[config.mk]
export PLATFORM = sky130hd
export DESIGN_NAME = gec_ctrl
export DESIGN_NICKNAME = d
export VERILOG_FILES = /design/src/hdl/gec_pkg.sv /design/src/hdl/gec_ctrl.sv
export VERILOG_INCLUDE_DIRS = /design/src /design/src/hdl
export SDC_FILE = /design/constraint.sdc
export NUM_CORES = 1
export LEC_CHECK = 0
export ABC_AREA = 1
export BUFFER_PORTS_ARGS = -buffer_cell sky130_fd_sc_hd__buf_2
export CAP_MARGIN = 40
export CORE_UTILIZATION = 50
export CTS_BUF_LIST = sky130_fd_sc_hd__clkbuf_16
export CTS_CLUSTER_SIZE = 28
export DETAILED_ROUTE_END_ITERATION = 12
export PLACE_DENSITY = 0.73
export SLEW_MARGIN = 30
export SYNTH_ARGS = -nofsm -noshare
export SYNTH_HDL_FRONTEND = slang
export SYNTH_SLANG_ARGS = --single-unit
export TNS_END_PERCENT = 1
[constraint.sdc]
create_clock -name clock -period 7.4 [get_ports clock]
set_clock_uncertainty 0.1 [all_clocks]
set_input_delay 0.37 -clock clock [delete_from_list [all_inputs] [get_ports clock]]
set_output_delay 0.37 -clock clock [all_outputs]
set_load 0.005 [all_outputs]
[src/hdl/guitar_effect_chain_core_defines.svh]
`ifndef GUITAR_EFFECT_CHAIN_CORE_DEFINES_SVH
`define GUITAR_EFFECT_CHAIN_CORE_DEFINES_SVH

// same-cycle implication
`define GEC_ASSERT_NOW(lbl, clk, rst, ante, cons) \
   lbl: assert property (@(posedge clk) disable iff (rst) (ante) |-> (cons)) \
      else $error("gec assertion failed");

// next-cycle implication
`define GEC_ASSERT_NEXT(lbl, clk, rst, ante, cons) \
   lbl: assert property (@(posedge clk) disable iff (rst) (ante) |=> (cons)) \
      else $error("gec assertion failed");

`endif

[src/hdl/gec_pkg.sv]
package gec_pkg;

   localparam int CW = 40;
   localparam logic [4:0] CORDIC_STEPS = 5'd30;
   localparam logic signed [CW-1:0] ONE_Q30 = 40'sd1073741824;
   localparam logic signed [CW-1:0] CORDIC_K = 40'sd652032875;
   localparam logic [18:0] DIV25_MUL = 19'd335544;

   localparam logic [2:0] CFG_ENABLES = 3'd0;
   localparam logic [2:0] CFG_SLOTS   = 3'd1;
   localparam logic [2:0] CFG_PREAMP  = 3'd2;
   localparam logic [2:0] CFG_DRIVE   = 3'd3;
   localparam logic [2:0] CFG_CLIP    = 3'd4;
   localparam logic [2:0] CFG_STEP    = 3'd5;
   localparam logic [2:0] CFG_DEPTH   = 3'd6;
   localparam logic [2:0] CFG_HOLD    = 3'd7;

   localparam logic [1:0] EFF_OD   = 2'd0;
   localparam logic [1:0] EFF_TREM = 2'd1;
   localparam logic [1:0] EFF_CLIP = 2'd2;
   localparam logic [1:0] EFF_HOLD = 2'd3;

   typedef enum logic [4:0] {
      ST_FILL_START, ST_FILL_RUN, ST_FILL_STORE, ST_IDLE, ST_START,
      ST_PRE_MUL, ST_PRE_FIN, ST_SELECT,
      ST_OD_MUL, ST_OD_RD, ST_OD_INT, ST_OD_FIN,
      ST_TR_MUL, ST_TR_Q1, ST_TR_Q2, ST_TR_Q3, ST_TR_G, ST_TR_XM, ST_TR_FIN,
      ST_CLIP, ST_HOLD, ST_FINISH
   } state_type;

   typedef enum logic [4:0] {
      OP_NONE, OP_FILL_START, OP_FILL_STORE, OP_LOAD,
      OP_PRE_MUL, OP_PRE_FIN,
      OP_OD_MUL, OP_OD_RD, OP_OD_INT, OP_OD_FIN,
      OP_TR_MUL, OP_TR_Q1, OP_TR_Q2, OP_TR_Q3, OP_TR_G, OP_TR_XM, OP_TR_FIN,
      OP_CLIP, OP_HOLD, OP_OUT
   } op_type;

   typedef struct packed {
      logic        bypass;
      logic        preamp_en;
      logic [3:0]  eff_en;
      logic [11:0] slots;
      logic        cordic_busy;
      logic        fill_end;
   } status_type;

   function automatic logic signed [CW-1:0] cordic_angle(input logic [4:0] i);
      logic signed [CW-1:0] a;
      case (i)
         5'd0:  a = 40'sd536870912;
         5'd1:  a = 40'sd316933406;
         5'd2:  a = 40'sd167458907;
         5'd3:  a = 40'sd85004756;
         5'd4:  a = 40'sd42667331;
         5'd5:  a = 40'sd21354465;
         5'd6:  a = 40'sd10679838;
         5'd7:  a = 40'sd5340245;
         5'd8:  a = 40'sd2670163;
         5'd9:  a = 40'sd1335087;
         5'd10: a = 40'sd667544;
         5'd11: a = 40'sd333772;
         5'd12: a = 40'sd166886;
         5'd13: a = 40'sd83443;
         5'd14: a = 40'sd41722;
         5'd15: a = 40'sd20861;
         5'd16: a = 40'sd10430;
         5'd17: a = 40'sd5215;
         5'd18: a = 40'sd2608;
         5'd19: a = 40'sd1304;
         5'd20: a = 40'sd652;
         5'd21: a = 40'sd326;
         5'd22: a = 40'sd163;
         5'd23: a = 40'sd81;
         5'd24: a = 40'sd41;
         5'd25: a = 40'sd20;
         5'd26: a = 40'sd10;
         5'd27: a = 40'sd5;
         5'd28: a = 40'sd3;
         5'd29: a = 40'sd1;
         default: a = 40'sd0;
      endcase
      return a;
   endfunction

endpackage

[src/hdl/gec_ctrl.sv]
`include "guitar_effect_chain_core_defines.svh"

module gec_ctrl (
   input  logic                clock,
   input  logic                reset,
   input  gec_pkg::status_type status,
   output gec_pkg::op_type     op,
   input  logic                req_valid,
   output logic                req_ready,
   output logic                rsp_valid,
   input  logic                rsp_ready
);

   gec_pkg::state_type state_ff, state_in;
   logic [3:0] pending_ff, pending_in;
   logic rsp_valid_ff, rsp_valid_in;
   logic found;
   logic [1:0] best_e;
   logic [4:0] best_key, key;
   logic [2:0] sl;
   logic [3:0] fresh;

   always_comb begin
      found = 1'b0;
      best_e = gec_pkg::EFF_OD;
      best_key = 5'd0;
      fresh = 4'd0;
      for (int e = 0; e < 4; e++) begin
         sl = status.slots[3*e +: 3];
         key = {sl, 2'(e)};
         fresh[e] = status.eff_en[e] && (sl >= 3'd1) && (sl <= 3'd5);
         if (pending_ff[e] && (!found || key < best_key)) begin
            found = 1'b1;
            best_key = key;
            best_e = 2'(e);
         end
      end
   end

   always_comb begin
      state_in = state_ff;
      pending_in = pending_ff;
      rsp_valid_in = rsp_valid_ff;
      op = gec_pkg::OP_NONE;
      if (rsp_valid_ff && rsp_ready) rsp_valid_in = 1'b0;
      case (state_ff)
         gec_pkg::ST_FILL_START: begin
            op = gec_pkg::OP_FILL_START;
            state_in = gec_pkg::ST_FILL_RUN;
         end
         gec_pkg::ST_FILL_RUN: begin
            if (!status.cordic_busy) state_in = gec_pkg::ST_FILL_STORE;
         end
         gec_pkg::ST_FILL_STORE: begin
            op = gec_pkg::OP_FILL_STORE;
            state_in = status.fill_end ? gec_pkg::ST_IDLE : gec_pkg::ST_FILL_START;
         end
         gec_pkg::ST_IDLE: begin
            if (req_valid) begin
               op = gec_pkg::OP_LOAD;
               state_in = gec_pkg::ST_START;
            end
         end
         gec_pkg::ST_START: begin
            if (status.bypass) begin
               state_in = gec_pkg::ST_FINISH;
            end else begin
               pending_in = fresh;
               state_in = status.preamp_en ? gec_pkg::ST_PRE_MUL : gec_pkg::ST_SELECT;
            end
         end
         gec_pkg::ST_PRE_MUL: begin
            op = gec_pkg::OP_PRE_MUL;
            state_in = gec_pkg::ST_PRE_FIN;
         end
         gec_pkg::ST_PRE_FIN: begin
            op = gec_pkg::OP_PRE_FIN;
            state_in = gec_pkg::ST_SELECT;
         end
         gec_pkg::ST_SELECT: begin
            if (found) begin
               pending_in[best_e] = 1'b0;
               case (best_e)
                  gec_pkg::EFF_OD:   state_in = gec_pkg::ST_OD_MUL;
                  gec_pkg::EFF_TREM: state_in = gec_pkg::ST_TR_MUL;
                  gec_pkg::EFF_CLIP: state_in = gec_pkg::ST_CLIP;
                  gec_pkg::EFF_HOLD: state_in = gec_pkg::ST_HOLD;
                  default:           state_in = gec_pkg::ST_FINISH;
               endcase
            end else begin
               state_in = gec_pkg::ST_FINISH;
            end
         end
         gec_pkg::ST_OD_MUL: begin
            op = gec_pkg::OP_OD_MUL;
            state_in = gec_pkg::ST_OD_RD;
         end
         gec_pkg::ST_OD_RD: begin
            op = gec_pkg::OP_OD_RD;
            state_in = gec_pkg::ST_OD_INT;
         end
         gec_pkg::ST_OD_INT: begin
            op = gec_pkg::OP_OD_INT;
            state_in = gec_pkg::ST_OD_FIN;
         end
         gec_pkg::ST_OD_FIN: begin
            op = gec_pkg::OP_OD_FIN;
            state_in = gec_pkg::ST_SELECT;
         end
         gec_pkg::ST_TR_MUL: begin
            op = gec_pkg::OP_TR_MUL;
            state_in = gec_pkg::ST_TR_Q1;
         end
         gec_pkg::ST_TR_Q1: begin
            op = gec_pkg::OP_TR_Q1;
            state_in = gec_pkg::ST_TR_Q2;
         end
         gec_pkg::ST_TR_Q2: begin
            op = gec_pkg::OP_TR_Q2;
            state_in = gec_pkg::ST_TR_Q3;
         end
         gec_pkg::ST_TR_Q3: begin
            op = gec_pkg::OP_TR_Q3;
            state_in = gec_pkg::ST_TR_G;
         end
         gec_pkg::ST_TR_G: begin
            op = gec_pkg::OP_TR_G;
            state_in = gec_pkg::ST_TR_XM;
         end
         gec_pkg::ST_TR_XM: begin
            op = gec_pkg::OP_TR_XM;
            state_in = gec_pkg::ST_TR_FIN;
         end
         gec_pkg::ST_TR_FIN: begin
            op = gec_pkg::OP_TR_FIN;
            state_in = gec_pkg::ST_SELECT;
         end
         gec_pkg::ST_CLIP: begin
            op = gec_pkg::OP_CLIP;
            state_in = gec_pkg::ST_SELECT;
         end
         gec_pkg::ST_HOLD: begin
            op = gec_pkg::OP_HOLD;
            state_in = gec_pkg::ST_SELECT;
         end
         gec_pkg::ST_FINISH: begin
            if (!rsp_valid_ff || rsp_ready) begin
               op = gec_pkg::OP_OUT;
               rsp_valid_in = 1'b1;
               state_in = gec_pkg::ST_IDLE;
            end
         end
         default: state_in = gec_pkg::ST_IDLE;
      endcase
   end

   always_ff @(posedge clock) begin
      if (reset) begin
         state_ff <= gec_pkg::ST_FILL_START;
         pending_ff <= 4'd0;
         rsp_valid_ff <= 1'b0;
      end else begin
         state_ff <= state_in;
         pending_ff <= pending_in;
         rsp_valid_ff <= rsp_valid_in;
      end
   end

   assign req_ready = (state_ff == gec_pkg::ST_IDLE);
   assign rsp_valid = rsp_valid_ff;

   `GEC_ASSERT_NEXT(a_accept_busy, clock, reset, req_valid && req_ready, !req_ready)
   `GEC_ASSERT_NOW(a_idle_clear, clock, reset, state_ff == gec_pkg::ST_IDLE, pending_ff == 4'd0)
   `GEC_ASSERT_NEXT(a_finish_wait, clock, reset,
      state_ff == gec_pkg::ST_FINISH && rsp_valid_ff && !rsp_ready,
      state_ff == gec_pkg::ST_FINISH)

endmodule

==> results_dict.tcl, run 1 <==
set metrics [dict create \
    critical_path.startpoint "pending_ff[0]" \
    hp-class "primary input to register" \
    cp_max_fo 8 \
    multi_input_area_um2 883.3 \
    final_common_cell "nand2_1" \
    cp.required_ns 7.41 \
    yosys.cell_types.count 28 \
    finalMaxSlewViolations 0 \
    syn_area_mm2 0.001222 \
    end_kind "register" \
    first_pass_iters 4 \
    fmax_ghz 0.2739 \
    drive_gt1_share_pct 18.73 \
    power_per_cell_area_mw_per_mm2 286.3 \
    p_int_mw 0.2277 \
    postCtsHoldBufs 0 \
    syn_inst 218 \
    grt_pass1_wl_mm 5.837 \
    drt_iter0_markers 52 \
    tritoncts "built" \
    yosysSeqAreaShare_pct 16.38 \
    power.total_mw 0.4245 \
    start_util_pct 54.22 \
    final_cell_mix "45 x nand2_1, 36 x nor2_1, 34 x inv_1" \
    grt_pass1_vias 1481 \
    cts_resized 0 \
    grt-ovfl-total 0 \
    grt_max_degree 11 \
    area_delta_synth_final_pct 21.29 \
    clk_latency_ns 0.23 \
    cap_violations 0 \
    hold_viol 0 \
    r2r_slack_ns 3.75 \
    antenna_found_initial 0 \
    cts.clk_slew.worst_paths_ns 0.04 \
    swShare_pct 46.36 \
    vias_per_cell 5.591 \
    timing.hold.ws_ns 0.2591 \
    dieWidth_um 51.45 \
    relSlewSlack_pct 69.17 \
    r2r_start "pending_ff[0]" \
    io_pins 31 \
    combPwrFrac_pct 58.2 \
    dp_cells 276 \
    seq_power_share_pct 19.9 \
    irDropWorstVdd_uv 185.6 \
    nFillCells 224 \
    drc 0 \
    fin_cells 279 \
    postSynthAreaPerCell_um2 5.607 \
    h-tree-depth 1 \
    finalSetupViolCount 0 \
    wl_mm 3.542 \
    yosys_warnings 0 \
    fin_crit_ns 3.651 \
    start_kind "register" \
    numPortBuffers 30 \
    die_h_um 51.45 \
    insertedDiodeCount 0 \
    die_area_mm2 0.002647 \
    pwr-share-clk_pct 21.9 \
    core_mm2 0.002255 \
    clock_tree.root_cell "clkbuf_16" \
    final_antenna_net_count 0 \
    cp.arrival_ns 3.67 \
    place_congestion 0.9514 \
    nets 283 \
    clockBufferDepth 2 \
    post_drt_wl_per_cell_um 12.70 \
    ys_ff_latch 10 \
    grt_util_all_layers_pct 29.27 \
    regArea_um2 200.2 \
    critPathKind "register to register" \
    hp-start "reset" \
    p_switching_mw 0.1968 \
    vias 1560 \
    cts_inserted_buffers 3 \
    cts_sinks 10 \
    rsz0062_at_grt "no" \
    status "finished, final reports clean" \
    worstMarginPinSlew_ns 0.4624 \
    post-cts-setup-buffer-count 0 \
    dp_hpwl_mm 2.888 \
    finalCritPeriodShare_pct 49.34 \
    leakagePower_nw 0.8025 \
    num_rows 17 \
    finalSetupTns_ns 0 \
    syn_nets 248 \
]
==> worst max-delay path, cell delays in order (launching register included) <==
cell,delay (ns)
dfxtp_1,0.43
nand2_1,0.12
ha_1,0.31
a21oi_1,0.14
nand2_1,0.07
nand2_1,0.11
nand2_2,0.10
o21ai_0,0.26
ha_1,0.31
nand2_1,0.08
inv_1,0.04
nand2_1,0.06
nand2_1,0.06
nand2_2,0.08
nand2_4,0.08
nand2_1,0.06
o21ai_0,0.09
ha_1,0.31
nand2_1,0.05
inv_1,0.04
nand2_1,0.04
nand2_1,0.05
nand2_1,0.05
nand2_2,0.12
nand2_2,0.09
o21ai_0,0.20
a21oi_1,0.08
==> cells by family after synthesis <==
kind of cell	after synthesis	synth area share, %
compound gates	40	19.65
fa+ha+maj	6	6.141
buf+inv	37	11.36
flops	10	16.38
simple gates	125	46.47
==> worst paths after layout <==
| check | depth (start not counted) | to |
|---|---|---|
| max | 26 | pending_ff[0] |
| min | 2 | state_ff[2] |
| max reg2reg | 26 | pending_ff[0] |
| min reg2reg | 2 | pending_ff[3] |
==> layer usage <==
layer  wire length [µm]  vias up  track usage (%)
met5                  0        -                0
met1               1333      692            28.52
met4                120        0            19.37
met2               1905       65            56.49
met3                182       14            3.274
li1                   -      789                -
==> power by group through the flow <==
stage	clock network, mW	registers, mW	logic [mW]
final	0.0929	0.0844	0.247
after global routing	0.0960	0.0862	0.277
after CTS	0.0926	0.0838	0.245
after detailed placement	0	0.0844	0.242
after global placement	0	0.0839	0.239
after floorplan	0	0.0808	0.183
==> final cells by class <==
class	instances	area share (%)
clock buffer	3	5.063
inverter	37	9.367
multi-input combinational	171	59.58
sequential	10	13.50
tap	28	2.363
timing repair buffer	30	10.13
==> metrics by stage <==
| step | setup WS (ns) | cell area [µm²] | util [%] |
|---|---|---|---|
| finish | 3.749 | 1483 | 65.76 |
| global route | 3.452 | 1483 | 65.76 |
| CTS | 3.765 | 1483 | 65.76 |
| detailed placement | 3.782 | 1408 | 62.43 |
| global placement | 3.950 | 1408 | 62.43 |
| floorplan | 4.239 | 1222 | - |
==> state kept, by name, summed over array words and instances, names as in the netlist <==
name        flops
pending_ff      4
rsp_valid       1
state_ff        5
==> synth_stat cells <==
| library cell | n | area share [%] |
|---|---|---|
| inv_2 | 2 | 0.61 |
| inv_1 | 34 | 10 |
| nor2_1 | 36 | 11 |
| dfxtp_1 | 10 | 16 |
| or2_2 | 1 | 0.51 |
| a21boi_0 | 1 | 0.61 |
| nor4_1 | 4 | 2.0 |
| a2111oi_0 | 1 | 0.72 |
| o211ai_1 | 1 | 0.61 |
| o211a_1 | 1 | 0.82 |
| nand3_1 | 16 | 6.6 |
| a21oi_2 | 2 | 1.4 |
| nand2_4 | 1 | 0.92 |
| a31oi_1 | 2 | 1.0 |
| a41oi_1 | 1 | 0.72 |
| a21oi_1 | 14 | 5.7 |
| o31ai_1 | 2 | 1.2 |
| o311ai_0 | 1 | 0.72 |
| nor3_1 | 13 | 5.3 |
| clkinv_1 | 1 | 0.31 |
| o41ai_1 | 1 | 0.72 |
| o21ai_0 | 13 | 5.3 |
| ha_1 | 6 | 6.1 |
| nand2_2 | 6 | 3.1 |
| nand2_1 | 45 | 14 |
| or3_1 | 1 | 0.51 |
| nor2_8 | 1 | 1.6 |
| nor4_2 | 1 | 1.0 |
(Power assumes the default switching activity.)
==> inputs of run 2 (changes only) <==
Settings changed: CORE_UTILIZATION 50 to 48.
Clock period 7.4 ns to 3 ns, I/O delays scaled along.
==> run 2 against run 1 <==
The run now ends with setup timing left; clock-buffer cell count stayed put; clock power grew to 2.5 times the previous value; core utilization is 9.0 points higher; power grew to 2.9 times the previous value; first-iteration DRC count is 100% higher; flip-flop and latch count stayed put; routed wire length is 9.3% higher; via count is 4.0% higher; cell count is 5.0% higher; sequential power is 150% higher; hold slack worse by 0.19 ns.
==> results_dict.tcl, run 2 (synthesized netlist as in run 1, its figures left out) <==
set metrics [dict create \
    clockBufferDepth 2 \
    clock_tree.root_cell "clkbuf_16" \
    leakagePower_nw 0.8886 \
    combPwrFrac_pct 63.2 \
    h-tree-depth 1 \
    multi_input_area_mm2 0.001013 \
    min_path_cells 2 \
    irDropWorstVdd_uv 564.0 \
    clk_latency_ns 0.23 \
    drive_gt1_share_pct 32.45 \
    start_util_pct 53.21 \
    grt_max_degree 11 \
    cpMostUsedCell "nand2_1" \
    final_cell_mix "36 x nor2_1, 36 x nand2_1, 34 x inv_1" \
    timing.hold.ws_ns 0.06951 \
    cp.arrival_ns 3.18 \
    critPathKind "register to register" \
    worstMarginPinSlew_ns 0.4477 \
    violations "setup timing" \
    rsz0062_at_grt "yes" \
    wl_mm 3.871 \
    p_int_mw 0.6477 \
    top_register "state_ff" \
    start_kind "register" \
    swShare_pct 46.52 \
    hp-class "primary input to register" \
    finalCritPeriodShare_pct 104.0 \
    finalMaxSlewViolations 0 \
    drt_iter0_markers 104 \
    cts.clk_slew.worst_paths_ns 0.04 \
    vias 1622 \
    fin_cells 293 \
    power.total_mw 1.211 \
    nFillCells 196 \
    pwr-share-clk_pct 19.4 \
    hold_viol 0 \
    finalSetupTns_ns -0.7199 \
    r2r_start "pending_ff[0]" \
    die_h_um 52.47 \
    vias_per_cell 5.536 \
    first_pass_iters 5 \
    cp_max_fo 5 \
    relSlewSlack_pct 69.38 \
    status "complete, but fails checks" \
    area_delta_synth_final_pct 40.53 \
    io_pins 31 \
    cts_sinks 10 \
    grt_pass1_wl_mm 6.182 \
    dp_cells 286 \
    fin_ws_ns -0.1199 \
    finalSetupViolCount 8 \
    power_per_cell_area_mw_per_mm2 704.9 \
    hold_end "state_ff[2]" \
    slowest_delay_ns 0.36 \
    crit_slowest_cell "dfxtp_4" \
    insertedDiodeCount 0 \
    drc 0 \
    dieWidth_um 52.47 \
    r2r.worst_path.cells 25 \
    grt-ovfl-total 0 \
    place_congestion 0.9236 \
    grt_util_all_layers_pct 30.07 \
    final_util_pct 74.78 \
    seq_power_share_pct 17.4 \
    cts_inserted_buffers 3 \
    regToRegEndpoint "state_ff[0]" \
    antenna_found_initial 0 \
    largest_reg_flops 5 \
    final_antenna_net_count 0 \
    grt_pass1_vias 1482 \
    cap_violations 0 \
    tritoncts "built" \
    die_area_mm2 0.002753 \
    end_kind "register" \
    fmax_ghz 0.3205 \
    core_mm2 0.002297 \
    fin_crit_ns 3.120 \
    dp_hpwl_mm 2.906 \
    nets 296 \
    p_switching_mw 0.5633 \
    hp-start "reset" \
    numPortBuffers 30 \
    cp.required_ns 3.06 \
    post_drt_wl_per_cell_um 13.21 \
    num_rows 17 \
    r2r_slack_ns -0.12 \
    regArea_um2 203.9 \
    postCtsHoldBufs 0 \
]
## run 2: changes by cell type in the layout (fill, tap and decap cells not counted), sizes merged
cell	delta
inv	+1
buf	+13
## run 2: critical path, delay by kind of cell, from the launching register on
kind | cells | cell delay [ns]
AO/OA/AOI/OAI | 4 | 0.60
adder cells (fa/ha/maj) | 3 | 0.72
buffers and inverters | 2 | 0.07
flip-flops | 1 | 0.36
AND/OR/NAND/NOR | 16 | 1.16
## run 2: how the worst max path moves through the flow
stage	to	from	cells past startpoint
floorplan	state_ff[2]	pending_ff[0]	27
global placement	state_ff[2]	pending_ff[0]	24
detailed placement	state_ff[2]	pending_ff[0]	24
CTS	pending_ff[1]	pending_ff[0]	31
global route	state_ff[2]	pending_ff[0]	31
finish	state_ff[0]	pending_ff[0]	25
## run 2: per-stage QoR
stage,cell area [µm²],worst slack [ns]
floorplan,1232,-0.009537
CTS,1644,-0.1304
detailed placement,1493,-0.2338
global route,1718,-0.4365
global placement,1493,-0.1261
finish,1718,-0.1199
## run 2: power groups by stage
stage               sequential (mW)  clock [mW]  combinational, mW
floorplan                     0.201           0              0.457
global placement              0.209           0              0.652
detailed placement            0.208           0              0.650
CTS                           0.208       0.237              0.691
global route                  0.216       0.246              0.856
finish                        0.211       0.235              0.765
## run 2: area by class of cell
class                           count  share of cell area, %
Multi-Input combinational cell    171                  58.99
Tap cell                           28                  2.039
Sequential cell                    10                  11.87
Timing Repair Buffer               43                  14.42
Clock buffer                        3                  4.370
Inverter                           37                  8.084
Clock inverter                      1                 0.2185
## run 2: timing repair
action	4_1_cts	5_1_grt
pin swaps	13	10
endpoints found under the setup margin	9	9
gates resized for setup	15	13
setup buffers	1	2
## run 2: layer usage
metal,GRT usage [%],share of wire (%)
met1,42.11,45
met2,48.52,43
met3,6.087,12
met4,3.070,0.21
met5,0,0
